File: src/hw/rtl/bpme_isqrt.sv
module bpme_isqrt
(
    input  logic        clk,
    input  logic        rst_n,
    input  logic        start,
    input  logic [63:0] value,
    output logic        done,
    output logic [31:0] root
);

    logic [63:0] val_reg, val_next;
    logic [33:0] rem_reg, rem_next;
    logic [31:0] root_reg, root_next;
    logic [5:0]  cnt_reg, cnt_next;
    logic        busy_reg, busy_next;
    logic        done_reg, done_next;

    logic [35:0] rem_sh;
    logic [35:0] trial;

    assign rem_sh = {rem_reg, val_reg[63:62]};
    assign trial  = {2'b00, root_reg, 2'b01};

    always_comb
    begin
        val_next  = val_reg;
        rem_next  = rem_reg;
        root_next = root_reg;
        cnt_next  = cnt_reg;
        busy_next = busy_reg;
        done_next = 1'b0;
        if (start)
        begin
            val_next  = value;
            rem_next  = '0;
            root_next = '0;
            cnt_next  = 6'd32;
            busy_next = 1'b1;
        end
        else if (busy_reg)
        begin
            // two radicand bits in, one root bit out
            val_next = {val_reg[61:0], 2'b00};
            if (rem_sh >= trial)
            begin
                rem_next  = 34'(rem_sh - trial);
                root_next = {root_reg[30:0], 1'b1};
            end
            else
            begin
                rem_next  = rem_sh[33:0];
                root_next = {root_reg[30:0], 1'b0};
            end
            cnt_next = cnt_reg - 6'd1;
            if (cnt_reg == 6'd1)
            begin
                busy_next = 1'b0;
                done_next = 1'b1;
            end
        end
    end

    always_ff @(posedge clk or negedge rst_n)
    begin
        if (!rst_n)
        begin
            cnt_reg  <= '0;
            busy_reg <= 1'b0;
            done_reg <= 1'b0;
        end
        else
        begin
            cnt_reg  <= cnt_next;
            busy_reg <= busy_next;
            done_reg <= done_next;
        end
    end

    always_ff @(posedge clk)
    begin
        val_reg  <= val_next;
        rem_reg  <= rem_next;
        root_reg <= root_next;
    end

    assign done = done_reg;
    assign root = root_reg;

endmodule

File: config.mk
export PLATFORM = sky130hd
export DESIGN_NAME = bpme_isqrt
export DESIGN_NICKNAME = d
export VERILOG_FILES = /design/src/hw/rtl/bpme_isqrt.sv
export SDC_FILE = /design/constraint.sdc
export NUM_CORES = 1
export LEC_CHECK = 0
export BUFFER_PORTS_ARGS = -buffer_cell sky130_fd_sc_hd__buf_4
export CORE_MARGIN = 10
export CORE_UTILIZATION = 57
export CTS_CLUSTER_SIZE = 25
export DETAILED_ROUTE_END_ITERATION = 6
export GPL_ROUTABILITY_DRIVEN = 0
export PLACE_DENSITY = 0.88
export SLEW_MARGIN = 20
export SYNTH_ARGS = -nofsm -noshare
export SYNTH_HDL_FRONTEND = slang
export SYNTH_SLANG_ARGS = --single-unit
File: constraint.sdc
create_clock -name clk -period 4 [get_ports clk]
set_clock_uncertainty 0.2 [all_clocks]
set_input_delay 0.2 -clock clk [delete_from_list [all_inputs] [get_ports clk]]
set_output_delay 0.2 -clock clk [all_outputs]
set_load 0.005 [all_outputs]
* Word-level counts from Yosys, hierarchy flattened
Cells that the tools add are included.
Operators by class: equality and inequality tests 1, multiply operators 0, divide/modulo/power cells 0, multiplexer cells 12, bitwise operators 0, magnitude comparators 1, $add $sub $neg 2, shifts and indexed selects 0, reduce and logical (&&, ||, !) cells 1
Operators with widths (count):
- 2-to-1 mux 64 bit | 2
- greater-or-equal comparator 36 x 34 -> 1 bit | 1
- 2-to-1 mux 34 bit | 1
- subtractor 34 bit | 1
- 2-to-1 mux 6 bit | 2
- 2-to-1 mux 1 bit | 7
- == test 6 x 1 -> 1 bit, second input constant | 1
- subtractor 6 x 1 -> 6 bit, second input constant | 1
- nonzero test 2 bit | 1
Storage, ports and cells: word-level logic and storage cells 23, memories kept 0, bits in read-only memories 0, bits of input ports 67, bits in registers 138, RAM bits 0, bits in latches 0

* Depth between registers and ports, before layout
depth after elaboration 4, mapped depth 13, mapped depth without buffers 10

* Least setup slack after synthesis
No wires, ideal clock.
path kind flip-flop to flip-flop, start point reg root_reg[15], in the netlist root[15], end point reg rem_reg[8], path buffers 2, path slack 1.006 ns, period minus slack after synthesis 2.994 ns, stages on the path, launching flop included 13, arrival 2.665 ns, cells stage by stage dfxtp_1 -> inv_1 -> ha_1 -> clkbuf_1 -> a21o_1 -> a211oi_1 -> o21ai_0 -> a2111oi_4 -> nor2_2 -> a41oi_4 -> buf_4 -> mux2i_1 -> o22ai_1
Between the ends: word-level cells in the longest chain between the ends 2
Ends and longest elaborated chain:
- start, declared | line 13 | logic [31:0] root_reg, root_next;
- start signal, assigned | line 83 | root_reg <= root_next;
- greater-or-equal comparator 36 x 34 -> 1 bit | line 44 | if (rem_sh >= trial)
- 2-to-1 mux 34 bit | line 44
- end signal, assigned | line 82 | rem_reg <= rem_next;
- end, declared | line 12 | logic [33:0] rem_reg, rem_next;
No other way between the ends. A chain may end at the register's enable or synchronous reset.

* Worst setup path in the final report
start point reg root_reg[15], in the netlist root[15], end point reg rem_reg[18]
Between the ends: word-level cells in the longest chain between the ends 2, elaborated cells on any way between the ends 3, those cells by class add/sub: 1; order compare: 1; mux: 1
Ends and longest elaborated chain (line):
- subtractor 34 bit or greater-or-equal comparator 36 x 34 -> 1 bit (tied branches) | 46, 44
- 2-to-1 mux 34 bit * | 44
Mark *: on every way between the ends. The rest lies on a longest branch, timed or not.

==> reports/summary.txt <==
Largest register FFs -> 64
Slew margin rel. -> 0.432
Via count -> 6392
GR Overflow Total -> 0
Pins Over Slew Limit -> 0
Hold path cells -> 2
CTS max path bufs -> 2
Register area -> 0.00345 mm²
Syn_nets -> 858
Setup total negative slack -> 0 ns
Final setup viols -> 0
Largest net degree at the start of global routing -> 142
Distinct cells, synth -> 61
Failing checks -> design-rule violations
Status -> finished, violations left
Synth Register Bits -> 138
Initial DRT Pass Iterations -> 7
Post-CTS Hold Buffers -> 67
Lkg Pwr -> 4.26 nW
Final cell count without fillers -> 1092
Syn-to-layout area delta -> 27.0%
First-pass GRT wire length -> 33800 µm
Post-DP HPWL -> 11800 µm
FP Rows -> 42
Final Net Count -> 1005
CP Data Arrival Time -> 3.55 ns
Post-synthesis cell count -> 755
Post-Route WL -> 21300 µm
Root Driver -> clkbuf_16
Ranking of synthesized cells by area -> edfxtp_1, dfxtp_1, mux2_2
Worst hold start -> rem_reg[14]$_SDFFE_PP0P_
Maximum vdd drop -> 0.395 mV
Worst R2R End -> rem_reg[18]$_SDFFE_PP0P_
Tcrit/Tclk final -> 0.872
Ys flop type -> dfxtp_1
Hold Fails Final Rpt -> 0
WS Path Type -> register to register
Total GRT Usage -> 0.228
Wire length per cell -> 19.5 µm
Number of fill cells -> 808
Post-synth EDFFs -> 64
CTS tree -> built
Die area -> 0.0187 mm²
Async S/R FF share, synth -> 0.0580
CP endpoint kind -> register
Yosys top cell area share -> 0.248
CTS clk-pin slew, worst paths -> 0.06 ns
Pwr dens -> 710 mW/mm²
Min-Delay Path Class -> register to register
Number of antenna-violating nets in the routed design -> 0
Multi-input logic area -> 0.00393 mm²
Avg Inst Size Synth -> 10.3 µm²
Startpoint types -> register
Die Span Y -> 137 µm
Die X-Extent -> 137 µm
Cells on worst reg2reg path -> 11
# Post-CTS Setup Buffers -> 0
Vias in the first global route -> 6558
YS warnings -> 0
Core area -> 0.0133 mm²
Placed insts -> 992
Hold path endpoint -> rem_reg[14]$_SDFFE_PP0P_
Largest area contributor in the netlist -> edfxtp_1
First DRT Iteration DRCs -> 620
Critical Path RT -> 4.07 ns
Worst r2r src -> root[15]$_SDFFE_PP0P_
H-tree Lvls -> 4
Tmin final -> 3.49 ns
Worst-Margin Slew -> 0.852 ns
Largest fanout on the critical path -> 10
Synthesized cell area -> 0.00775 mm²
Clock Latency Late Sink -> 0.44 ns
Reg-to-reg setup timing slack -> 0.51 ns
Clock sink count -> 138
Max-cap violations -> 0
Initial Util -> 0.583
Initial antenna violation count -> 0
Fraction of layout cells with a size suffix above 1 -> 0.228
Cts bufs inserted -> 17
Post-CTS sizing -> 0
Remaining DRCs -> 1
Number of top-level pins -> 100
Via density -> 5.85
Port bufs -> 99
RSZ-0062 raised after global routing -> no
Peak Freq -> 287 MHz
Sequential element share of the synthesized area -> 0.444
worst max path at each step:
stage,startpoint,endpoint,slack [ns]
finish,root[15]$_SDFFE_PP0P_,rem_reg[18]$_SDFFE_PP0P_,0.51
global route,root[15]$_SDFFE_PP0P_,rem_reg[3]$_SDFFE_PP0P_,0.36
CTS,root[15]$_SDFFE_PP0P_,rem_reg[18]$_SDFFE_PP0P_,0.54
detailed placement,root[15]$_SDFFE_PP0P_,rem_reg[18]$_SDFFE_PP0P_,0.60
global placement,root[15]$_SDFFE_PP0P_,rem_reg[18]$_SDFFE_PP0P_,0.66
floorplan,root[15]$_SDFFE_PP0P_,rem_reg[8]$_SDFFE_PP0P_,1.01
synth_stat cells (all sizes together), types with 3 or more instances:
cell type and count:
nand2b 6, a21o 12, dfxtp 66, xor2 9, nand4b 4, nand4 8
buf 12, edfxtp 64, nor2b 5, dfrtp 8, and2 3, a211oi 29
or3 5, nand3 7, o211ai 8, mux2 62, a21oi 38, o31ai 3
inv 48, xnor2 22, o21ai 19, nor3 5, or2 3, o21bai 4
a31oi 4, o311ai 3, o221ai 3, o22ai 5, mux2i 56, nor2 94
and3 5, nand2 31, a311oi 7, o21a 8, ha 36, clkbuf 33
cell type report:
cell class,count,share of cell area
clock inverters,15,0.0159
flip-flops and latches,138,0.350
clock buffers,17,0.0432
diodes,1,0.000254
inverters,48,0.0183
well taps,176,0.0224
repair buffers,173,0.150
multi-input cells,524,0.399
placed cells by master (no fill, tap or decap), types with 6 or more instances in the layout:
master         instances
mux2_2                62
nand4_1                8
o21a_1                 8
dlygate4sd3_1         67
xnor2_1               22
o211ai_1               8
mux2i_1               56
nand3_1                7
a21oi_1               38
nand2b_1               6
buf_4                105
ha_1                  36
dfrtp_1                7
a21o_1                12
o21ai_0               15
dfxtp_1               66
a311oi_1               7
inv_1                 47
nand2_1               31
xor2_1                 9
edfxtp_1              64
nor2_1                93
clkbuf_16             17
a211oi_1              28
where the power goes:
| group | switching (W) | total, W | internal, W |
|---|---|---|---|
| combinational | 0.00184 | 0.00341 | 0.00157 |
| sequential | 0.000223 | 0.00199 | 0.00177 |
| clock | 0.000700 | 0.00158 | 0.000881 |
| total | 0.00276 | 0.00698 | 0.00422 |
cell families (layout without fill, tap and decap cells):
kind of cell,Yosys count,count (layout),synth area share
xor gates and xnor gates,31,31,0.0350
adders and majority gates,36,36,0.0581
other,0,1,0
and+or+nand+nor,186,186,0.112
buffers and inverters,93,253,0.0488
DFF,138,138,0.444
muxes,118,118,0.162
AOI/OAI and AO/OA,153,153,0.139
worst max-delay path, cell delays in order (launching register included):
cell	delay [ns]
dfxtp_1	0.37
inv_1	0.07
ha_1	0.40
a21o_1	0.23
a211oi_1	0.34
o21ai_0	0.22
a2111oi_4	0.35
nor2_2	0.12
a41oi_4	0.41
buf_4	0.28
mux2i_1	0.24
a211oi_1	0.09
per-stage QoR:
stage	hold WS (ns)	instance area (µm²)	total power [W]	setup WS [ns]	util
detailed placement	-0.179	8580	0.00519	0.604	0.645
CTS	0.306	9830	0.00685	0.537	0.740
finish	0.312	9840	0.00698	0.512	0.740
global placement	-0.178	8580	0.00510	0.663	0.645
floorplan	-0.296	7750	0.00458	1.01	-
global route	0.334	9830	0.00742	0.362	0.740
routing by layer:
| metal | GRT usage | routed length [µm] | share of wire |
|---|---|---|---|
| met1 | 0.259 | 8390 | 0.39 |
| met2 | 0.399 | 10900 | 0.51 |
| met3 | 0.0605 | 1370 | 0.064 |
| met4 | 0.0911 | 607 | 0.029 |
| met5 | 0 | 0 | 0 |
No activity file was read; power rests on OpenSTA's default activity.
