[src/hw/rtl/bpme_pkg.sv]
package bpme_pkg;

    localparam logic [1:0] ACT_PLANE = 2'd0;
    localparam logic [1:0] ACT_EMPTY = 2'd1;
    localparam logic [1:0] ACT_START = 2'd2;

    localparam logic [1:0] ST_OK          = 2'd0;
    localparam logic [1:0] ST_BAD_BOUNDS  = 2'd1;
    localparam logic [1:0] ST_EMPTY_BRUSH = 2'd2;
    localparam logic [1:0] ST_BAD_PLANE   = 2'd3;

    localparam int CFG_COUNT = 6;

    // iteration counts of the serial divider, one quotient bit per cycle
    localparam logic [6:0] DIV_BITS_UNIT = 7'd62;
    localparam logic [6:0] DIV_BITS_DIST = 7'd48;

    typedef struct packed {
        logic        start;
        logic [6:0]  count;
        logic [63:0] dividend;
        logic [31:0] divisor;
    } bpme_div_req_t;

    typedef struct packed {
        logic        done;
        logic [47:0] quotient;
    } bpme_div_rsp_t;

endpackage

[src/hw/rtl/bpme_div.sv]
module bpme_div
(
    input  logic                   clk,
    input  logic                   rst_n,
    input  bpme_pkg::bpme_div_req_t req,
    output bpme_pkg::bpme_div_rsp_t rsp
);

    logic [63:0] dvd_reg, dvd_next;
    logic [31:0] dsr_reg, dsr_next;
    logic [31:0] rem_reg, rem_next;
    logic [47:0] quo_reg, quo_next;
    logic [6:0]  cnt_reg, cnt_next;
    logic        busy_reg, busy_next;
    logic        done_reg, done_next;

    logic [32:0] rem_sh;
    logic        ge;

    assign rem_sh = {rem_reg, dvd_reg[63]};
    assign ge     = rem_sh >= {1'b0, dsr_reg};

    always_comb
    begin
        dvd_next  = dvd_reg;
        dsr_next  = dsr_reg;
        rem_next  = rem_reg;
        quo_next  = quo_reg;
        cnt_next  = cnt_reg;
        busy_next = busy_reg;
        done_next = 1'b0;
        if (req.start)
        begin
            dvd_next  = req.dividend;
            dsr_next  = req.divisor;
            rem_next  = '0;
            quo_next  = '0;
            cnt_next  = req.count;
            busy_next = 1'b1;
        end
        else if (busy_reg)
        begin
            dvd_next = {dvd_reg[62:0], 1'b0};
            rem_next = ge ? 32'(rem_sh - {1'b0, dsr_reg}) : rem_sh[31:0];
            quo_next = {quo_reg[46:0], ge};
            cnt_next = cnt_reg - 7'd1;
            if (cnt_reg == 7'd1)
            begin
                busy_next = 1'b0;
                done_next = 1'b1;
            end
        end
    end

    always_ff @(posedge clk or negedge rst_n)
    begin
        if (!rst_n)
        begin
            cnt_reg  <= '0;
            busy_reg <= 1'b0;
            done_reg <= 1'b0;
        end
        else
        begin
            cnt_reg  <= cnt_next;
            busy_reg <= busy_next;
            done_reg <= done_next;
        end
    end

    always_ff @(posedge clk)
    begin
        dvd_reg <= dvd_next;
        dsr_reg <= dsr_next;
        rem_reg <= rem_next;
        quo_reg <= quo_next;
    end

    assign rsp.done     = done_reg;
    assign rsp.quotient = quo_reg;

endmodule

[config.mk]
export PLATFORM = sky130hd
export DESIGN_NAME = bpme_div
export DESIGN_NICKNAME = d
export VERILOG_FILES = /design/src/hw/rtl/bpme_pkg.sv /design/src/hw/rtl/bpme_div.sv
export SDC_FILE = /design/constraint.sdc
export NUM_CORES = 1
export LEC_CHECK = 0
export BUFFER_PORTS_ARGS = -buffer_cell sky130_fd_sc_hd__buf_2
export CORE_MARGIN = 2
export CORE_UTILIZATION = 51
export DETAILED_ROUTE_END_ITERATION = 10
export HOLD_SLACK_MARGIN = 0.08
export MAX_ROUTING_LAYER = met4
export PLACE_DENSITY = 0.76
export SETUP_SLACK_MARGIN = 0.5
export SLEW_MARGIN = 20
export SYNTH_ARGS = -nofsm -noshare
export SYNTH_HDL_FRONTEND = slang
export SYNTH_SLANG_ARGS = --single-unit
[constraint.sdc]
create_clock -name clk -period 2.65 [get_ports clk]
set_input_delay 0 -clock clk [delete_from_list [all_inputs] [get_ports clk]]
set_output_delay 0 -clock clk [all_outputs]
set_load 0.02 [all_outputs]
# Word-level counts from Yosys, hierarchy flattened
# Cells that the tools add are included.
dict set report op_classes {
  reduce_logical 1
  addsub 2
  order_cmp 1
  n_mux 11
  n_eq_ne 1
}
# operator n
set op_table {}
lappend op_table {{$mux W64} 2}
lappend op_table {{$ge A33 B32 Y1} 1}
lappend op_table {{$mux W32} 1}
lappend op_table {{$sub A32 B32 Y32} 1}
lappend op_table {{$mux W7} 2}
lappend op_table {{$eq A7 B1 Y1 const B} 1}
lappend op_table {{$sub A7 B1 Y7 const B} 1}
lappend op_table {{$mux W1} 6}
lappend op_table {{$reduce_bool A2 Y1} 1}
dict set report totals {
  output_inout_bits 49
  register_bits 185
  input_bits 106
  wordCells 23
}

# Longest topological paths before layout
# Gate-level depths: netlist of the first run.
dict set report depth {
  word_depth 4
  depth_mapped 13
  ltp_nobuf 12
}

# Least setup slack after synthesis of the first run
# No wires, ideal clock.
dict set report synth_path {
  kind {reg-to-reg}
  start {register dsr_reg[16]}
  end {register rem_reg[9]}
  path_buffers 1
  stages_incl_launch_ff 13
  arrival_time_ps 2412
  period_less_slack_ps 2539
  setup_time_ps 128
  setup_slack_ps 111
  required_ps 2522
  cell_sequence {edfxtp_1 -> inv_1 -> ha_1 -> buf_2 -> and4_4 -> and3_1 -> and3_1 -> a211o_1 -> a21o_1 -> a21oi_4 -> mux2_2 -> mux2i_1 -> nor2_1}
}
dict set report synth_via {
  elab_chain_len 2
}
# element line
set synth_rtl {}
lappend synth_rtl {{start, declared} bpme_div.sv:10} ;# logic [31:0] dsr_reg, dsr_next;
lappend synth_rtl {{start signal, assigned} bpme_div.sv:74} ;# dsr_reg <= dsr_next;
lappend synth_rtl {{$ge A33 B32 Y1} bpme_div.sv:21} ;# assign ge = rem_sh >= {1'b0, dsr_reg};
lappend synth_rtl {{$mux W32} bpme_div.sv:44} ;# rem_next = ge ? 32'(rem_sh - {1'b0, dsr_reg}) : rem_sh[31:0];
lappend synth_rtl {{end signal, assigned} bpme_div.sv:75} ;# rem_reg <= rem_next;
lappend synth_rtl {{end, declared} bpme_div.sv:11} ;# logic [31:0] rem_reg, rem_next;
# No other way between the ends.
# A chain may end at the register's enable or synchronous reset.

# Final worst setup path of the first run
dict set report layout_path {
  start {register dsr_reg[0]}
  end {register rem_reg[24]}
}
dict set report layout_via {
  elab_chain_len 2
  elab_cells_between_ends 3
  classes_between {add/sub (1); order compare (1); mux (1)}
}
# element line
set layout_rtl {}
lappend layout_rtl {{$sub A32 B32 Y32 or $ge A33 B32 Y1 (tied branches)} {bpme_div.sv:44, bpme_div.sv:21}}
lappend layout_rtl {{$mux W32 *} bpme_div.sv:44}
# Mark *: on every way between the ends. The rest lies on a longest branch, timed or not.

==> results of run 1 <==
## repair_timing
action,CTS,global route
hold endpoints to repair,124,0
pin swaps,21,24
endpoints found under the setup margin,33,33
buffers inserted,10,6
resized for setup,40,35
cloned,3,0
hold buffers,106,0
## cells by family after synthesis
family / after synthesis / synth area share, %
fa+ha+maj: 35 / 4.88
xor+xnor: 31 / 2.98
simple gates: 209 / 10.4
mux: 121 / 14.2
flops: 185 / 51.6
buf+inv: 85 / 3.95
compound gates: 163 / 12.0
## worst reg2reg max path, cell delays in order (launching register included)
cell      delay [ps]
edfxtp_1         440
ha_4             200
fa_2             410
nor2b_4          170
o31ai_4           80
buf_4            150
buf_6            100
a31oi_1          170
buf_4            170
buf_6            120
a21oi_2           60
o21ai_1          100
xnor2_1          140
nor2_1            60
a21oi_1          110
a211oi_1          80
## synthesized netlist by cell type (5+ instances only)
cell	count	share of area, %
a31oi_1	10	0.69
nor2_1	107	4.4
nand3_1	10	0.55
o21ai_0	27	1.5
ha_1	34	4.7
a21oi_1	48	2.6
and3_1	7	0.48
nand2_1	37	1.5
a211oi_1	25	2.1
edfxtp_1	96	32
nor3_1	8	0.44
mux2_2	64	7.9
dfrtp_1	9	2.5
a21o_1	17	1.4
xnor2_1	19	1.8
dfxtp_1	80	18
nand2b_1	6	0.41
clkbuf_1	33	1.4
nor2b_1	9	0.62
o21bai_1	7	0.58
inv_1	43	1.8
xor2_1	12	1.2
mux2i_1	57	6.3
and2_1	5	0.34
## area by class of cell
type / count / area [sq um]
flip-flops and latches: 185 / 4710
fillers: 1193 / 4650
multi-input cells: 559 / 4470
repair buffers: 334 / 2550
clock buffers: 23 / 513
well taps: 225 / 282
inverters: 43 / 161
clock inverters: 9 / 85.1
diodes: 1 / 2.50
## path summary, 6_finish.rpt
| check | startpoint | slack, ps | end |
|---|---|---|---|
| max | dsr_reg[0]$_DFFE_PP_ | -70 | rem_reg[24]$_SDFFE_PP0P_ |
| min in group asynchronous | rst_n | 590 | cnt_reg[4]$_DFFE_PN0P_ |
| max reg2reg | dsr_reg[0]$_DFFE_PP_ | -70 | rem_reg[24]$_SDFFE_PP0P_ |
| min reg2reg | quo_reg[47]$_SDFFE_PP0P_ | 490 | quo_reg[47]$_SDFFE_PP0P_ |
| min | req[6] | 270 | dsr_reg[6]$_DFFE_PP_ |
| max in group asynchronous | rst_n | 1740 | busy_reg$_DFF_PN0_ |
## metal layers
metal | vias up | global-route usage, % | share of wire, %
li1 | 3600 | - | -
met1 | 3535 | 29.3 | 41
met2 | 205 | 43.8 | 52
met3 | 52 | 5.67 | 4.4
met4 | 0 | 9.01 | 2.8
met5 | - | - | 0
## metrics by stage
step	total power (W)	std cells	TNS (ps)
after floorplan	0.00537	829	0
after global placement	0.00610	1221	-74.2
after detailed placement	0.00615	1221	-316
after CTS	0.00925	1372	-221
after global routing	0.00991	1379	-2900
final	0.00946	1379	-304
## power by group through the flow
stage,sequential [W],clock [W],combinational [W]
4_1_cts,0.00356,0.00261,0.00309
5_1_grt,0.00361,0.00272,0.00358
3_5_place_dp,0.00360,0,0.00255
2_1_floorplan,0.00357,0,0.00179
3_3_place_gp,0.00359,0,0.00251
6_report,0.00357,0.00258,0.00332
==> results.py, run 1 <==
metrics = {
    "setup_path": {
        "cp.arrival_ps": 3000,
        "endpoint_kind": "flip-flop",
        "ff2ff_path_depth": 15,
        "crit_buf_inv": 4,
        "startpoint_type": "flip-flop",
        "cp_top_family": "adder cells",
        "crit_chain": "ha_4 > fa_2 > nor2b_4 > o31ai_4 > buf_4 > buf_6 > a31oi_1 > buf_4 > buf_6 > a21oi_2 > o21ai_1 > xnor2_1 > nor2_1 > a21oi_1 > a211oi_1",
        "cp.depth": 15,
        "cp_slowest_cell": "edfxtp_1",
        "cp_max_fo": 3,
        "cp_slowest_stage_delay_ps": 440,
        "cp.required_ps": 2940,
        "path_class": "reg -> reg",
    },
    "timing": {
        "fin_ws_ps": -65.2,
        "clock_skew_ps": 16.4,
        "drv_slew": 0,
        "rsz0062_at_grt": "yes",
        "worstMarginPinSlew_ps": 655,
        "holdWs_ps": 274,
        "hold_viol_final": 0,
        "post-route-min-period_ps": 2720,
        "relSlewSlack_pct": 56.3,
        "setup_viol": 8,
        "max_freq_mhz": 368,
        "timing.final.crit_share_pct": 102,
    },
    "final_layout": {
        "utilization_pct": 73.3,
        "layout_common_cells": "buf_2 (153), nor2_1 (106), dlygate4sd3_1 (106)",
        "final_area_sq_um": 12800,
        "final_common_cell": "buf_2",
        "syn_to_final_growth_pct": 40.0,
        "nets": 1281,
        "largest_reg_flops": 64,
        "drive_gt1_share_pct": 34.0,
    },
    "logic_synthesis": {
        "seq_area_frac_synth_pct": 51.6,
        "synth_fp_nets": 970,
        "synthFlopType": "edfxtp_1",
        "synth_cell_types": 60,
        "yosysWarnings": 0,
        "synth_cells": 829,
        "async_flop_share_pct": 4.86,
        "avgSynthCellArea_sq_um": 11.0,
        "yosys_register_bits": 185,
        "synth_edf_count": 96,
        "syn-cell-area_sq_um": 9130,
    },
    "flow_run": {
        "maxCapViolations": 0,
    },
    "grt": {
        "grt_pass1_vias": 7561,
        "grt_pass1_wl_um": 36400,
        "antenna_found_initial": 1,
        "grt_max_degree": 120,
        "grt_usage_pct": 25.5,
        "grt_overflow": 0,
    },
    "route": {
        "post-route-drc-count": 0,
        "first_iter_violations": 513,
        "viasPerCell": 5.36,
        "via_count": 7392,
        "routedWlPerCell_um": 17.0,
        "dr.pass1.iters": 4,
        "antenna_left": 0,
        "drt_wl_total_um": 23500,
    },
    "clock_network": {
        "clkLatencyLatePin_ps": 440,
        "cts_max_level": 4,
        "tritoncts": "done",
        "clock_sinks": 185,
        "cts.path.max_buffers": 2,
        "cts_made_buffers": 17,
        "cts_root_buf": "clkbuf_16",
        "path_clk_slew_ps": 70,
    },
    "power_and_ir_drop": {
        "cellLeakagePower_nw": 5.90,
        "p_comb_share_pct": 35.0,
        "ir_drop_mv": 0.493,
        "p_per_area_nw_per_um2": 741,
        "p_int_w": 0.00655,
        "p_sw_w": 0.00292,
        "sequentialPowerShare_pct": 37.7,
        "power.share.clock_pct": 27.2,
        "swShare_pct": 30.8,
    },
    "floorplanning": {
        "die_area_sq_um": 19000,
        "io_pins": 155,
        "coreArea_sq_um": 17400,
        "die_x_um": 138,
        "row_count": 48,
        "fp.dieH_um": 138,
        "start_util_pct": 52.4,
    },
    "placed_design": {
        "dp_hpwl_um": 13600,
        "place_congestion": 0.874,
        "pre_cts_ws_ps": -170,
        "dpl-instance-area_sq_um": 10500,
        "portBuffers": 154,
    },
    "min_path": {
        "hold_depth": 2,
        "worstHoldPathType": "in -> reg",
    },
    "run_status": {
        "status": "finished with violations",
        "violations": "setup timing",
    },
}
Power figures use the tool's default switching activity.
==> run 2: changes to the inputs <==
CORE_UTILIZATION = 50   (was 51)
PLACE_DENSITY = 0.75   (was 0.76)
==> run 2 against run 1 <==
The run still ends with setup timing left. Clock power about the same. Largest power group is now combinational cells. Critical path depth shrank 3. Worst setup slack worse by 27 ps. Critical path type unchanged.
==> results.py, run 2 (synthesis gave the netlist of run 1 again) <==
metrics = {
    "final_layout": {
        "layout_common_cells": "buf_2 (153), dlygate4sd3_1 (110), nor2_1 (99)",
        "fillCellCount": 1209,
        "final_common_cell": "buf_2",
        "largest_reg_flops": 64,
        "utilization_pct": 73.2,
        "drive_gt1_share_pct": 38.4,
        "syn_to_final_growth_pct": 44.2,
        "nets": 1296,
    },
    "clock_network": {
        "cts_made_buffers": 17,
        "cts_root_buf": "clkbuf_16",
        "cts_max_level": 4,
        "path_clk_slew_ps": 80,
        "clock_sinks": 185,
        "clkLatencyLatePin_ps": 440,
        "tritoncts": "done",
        "cts.path.max_buffers": 2,
    },
    "floorplanning": {
        "io_pins": 155,
        "die_x_um": 139,
        "row_count": 49,
        "fp.dieH_um": 139,
        "start_util_pct": 50.8,
        "die_area_sq_um": 19300,
        "coreArea_sq_um": 18000,
    },
    "timing": {
        "hold_viol_final": 0,
        "setup_viol": 5,
        "worstMarginPinSlew_ps": 850,
        "clock_skew_ps": 10.6,
        "drv_slew": 0,
        "rsz0062_at_grt": "yes",
        "relSlewSlack_pct": 43.3,
        "max_freq_mhz": 365,
        "post-route-min-period_ps": 2740,
        "fin_ws_ps": -92.4,
        "setup_tns_ps": -265,
        "timing.final.crit_share_pct": 103,
    },
    "setup_path": {
        "rr_endpoint": "rem_reg[30]$_SDFFE_PP0P_",
        "cp_max_fo": 2,
        "endpoint_kind": "flip-flop",
        "ff2ff_path_depth": 12,
        "path_class": "reg -> reg",
        "cp.required_ps": 2940,
        "cp.arrival_ps": 3030,
        "reg2reg_slack_ps": -90,
        "startpoint_type": "flip-flop",
        "r2r_start": "dvd_reg[63]$_DFFE_PP_",
    },
    "power_and_ir_drop": {
        "p_per_area_nw_per_um2": 754,
        "ir_drop_mv": 0.504,
        "finalPower_w": 0.00992,
        "cellLeakagePower_nw": 5.98,
    },
    "min_path": {
        "hold_depth": 2,
        "hp-start": "req[12]",
        "worstHoldPathType": "in -> reg",
        "min_to": "dsr_reg[12]$_DFFE_PP_",
    },
    "grt": {
        "grt_max_degree": 119,
        "grt_overflow": 0,
        "grt_pass1_wl_um": 37400,
        "grt_usage_pct": 24.6,
        "antenna_found_initial": 2,
        "grt_pass1_vias": 7634,
    },
    "placed_design": {
        "portBuffers": 154,
        "dp_hpwl_um": 13600,
        "place_congestion": 0.913,
    },
    "route": {
        "post-route-drc-count": 0,
        "first_iter_violations": 455,
        "routedWlPerCell_um": 17.0,
        "viasPerCell": 5.37,
        "drt_wl_total_um": 23800,
        "via_count": 7514,
        "dr.pass1.iters": 5,
        "antenna_left": 0,
    },
    "run_status": {
        "violations": "setup timing",
        "status": "finished with violations",
    },
    "flow_run": {
        "maxCapViolations": 0,
    },
}
run 2: cell count changes in the layout (fill, tap and decap cells not counted), moves of 5 or more:
cell      previous run  this run
nor2_4               0         6
nor2_1             106        99
a21oi_1             38        25
a21oi_2             11        25
a211oi_1            23        18
ha_1                23        17
a211oi_2             5        10
buf_6                7        12
ha_4                11        17
run 2: stage by stage:
stage	cells	hold slack, ps	worst slack, ps	area, sq um
4_1_cts	1392	257	-122	12900
6_report	1399	277	-92.4	13200
3_5_place_dp	1227	-140	-194	10500
5_1_grt	1399	273	-167	13200
3_3_place_gp	1227	-139	-43.7	10500
2_1_floorplan	829	-296	148	9180
run 2: worst max path at each step:
stage	start	to	slack, ps	cells after the start
3_3_place_gp	dvd_reg[63]$_DFFE_PP_	rem_reg[30]$_SDFFE_PP0P_	-40	12
2_1_floorplan	dvd_reg[63]$_DFFE_PP_	rem_reg[30]$_SDFFE_PP0P_	150	12
4_1_cts	dvd_reg[63]$_DFFE_PP_	rem_reg[30]$_SDFFE_PP0P_	-120	12
6_report	dvd_reg[63]$_DFFE_PP_	rem_reg[30]$_SDFFE_PP0P_	-90	12
3_5_place_dp	dvd_reg[63]$_DFFE_PP_	rem_reg[30]$_SDFFE_PP0P_	-190	12
5_1_grt	dvd_reg[63]$_DFFE_PP_	rem_reg[30]$_SDFFE_PP0P_	-170	12
run 2: timing repair:
item,in CTS,in global routing
setup endpoints to repair,33,35
buffers inserted,19,4
pin swaps,47,24
gates cloned,4,1
hold buffers,110,0
hold endpoints to repair,134,0
gates resized for setup,84,54
run 2: area by class of cell:
cell class / instances / area (sq um) / share of cell area [%]
Clock inverter: 15 / 176 / 1.34
Clock buffer: 17 / 425 / 3.23
Timing Repair Buffer: 349 / 2740 / 20.8
Antenna cell: 2 / 5.00 / 0.0380
Inverter: 43 / 161 / 1.23
Sequential cell: 185 / 4710 / 35.8
Tap cell: 229 / 287 / 2.18
Multi-Input combinational cell: 559 / 4650 / 35.3
run 2: metal layers:
| metal | wire (um) | share of wire [%] | global-route usage (%) | vias up |
|---|---|---|---|---|
| met5 | 0 | 0 | - | - |
| met1 | 10100 | 42 | 29.9 | 3577 |
| met3 | 1200 | 5.0 | 5.42 | 56 |
| met2 | 11900 | 50 | 40.9 | 237 |
| li1 | - | - | - | 3644 |
| met4 | 640 | 2.7 | 8.13 | 0 |
run 2: report_power, final:
part           switching, W  internal [W]  leakage [nW]
sequential         0.000240       0.00336          1.75
clock               0.00125       0.00135         0.297
combinational       0.00175       0.00196          3.93
total               0.00324       0.00668          5.98
run 2: worst max-delay path, cell delays in order, from the launching register on:
cell and delay, ps:
edfxtp_1 400, inv_2 90, ha_4 130, fa_2 230, nor2b_4 60, o31ai_4 200, a31oi_2 140, or4b_4 560
nand3_2 100, nand3b_1 130, a221oi_2 270, xor2_1 200, o22ai_1 90
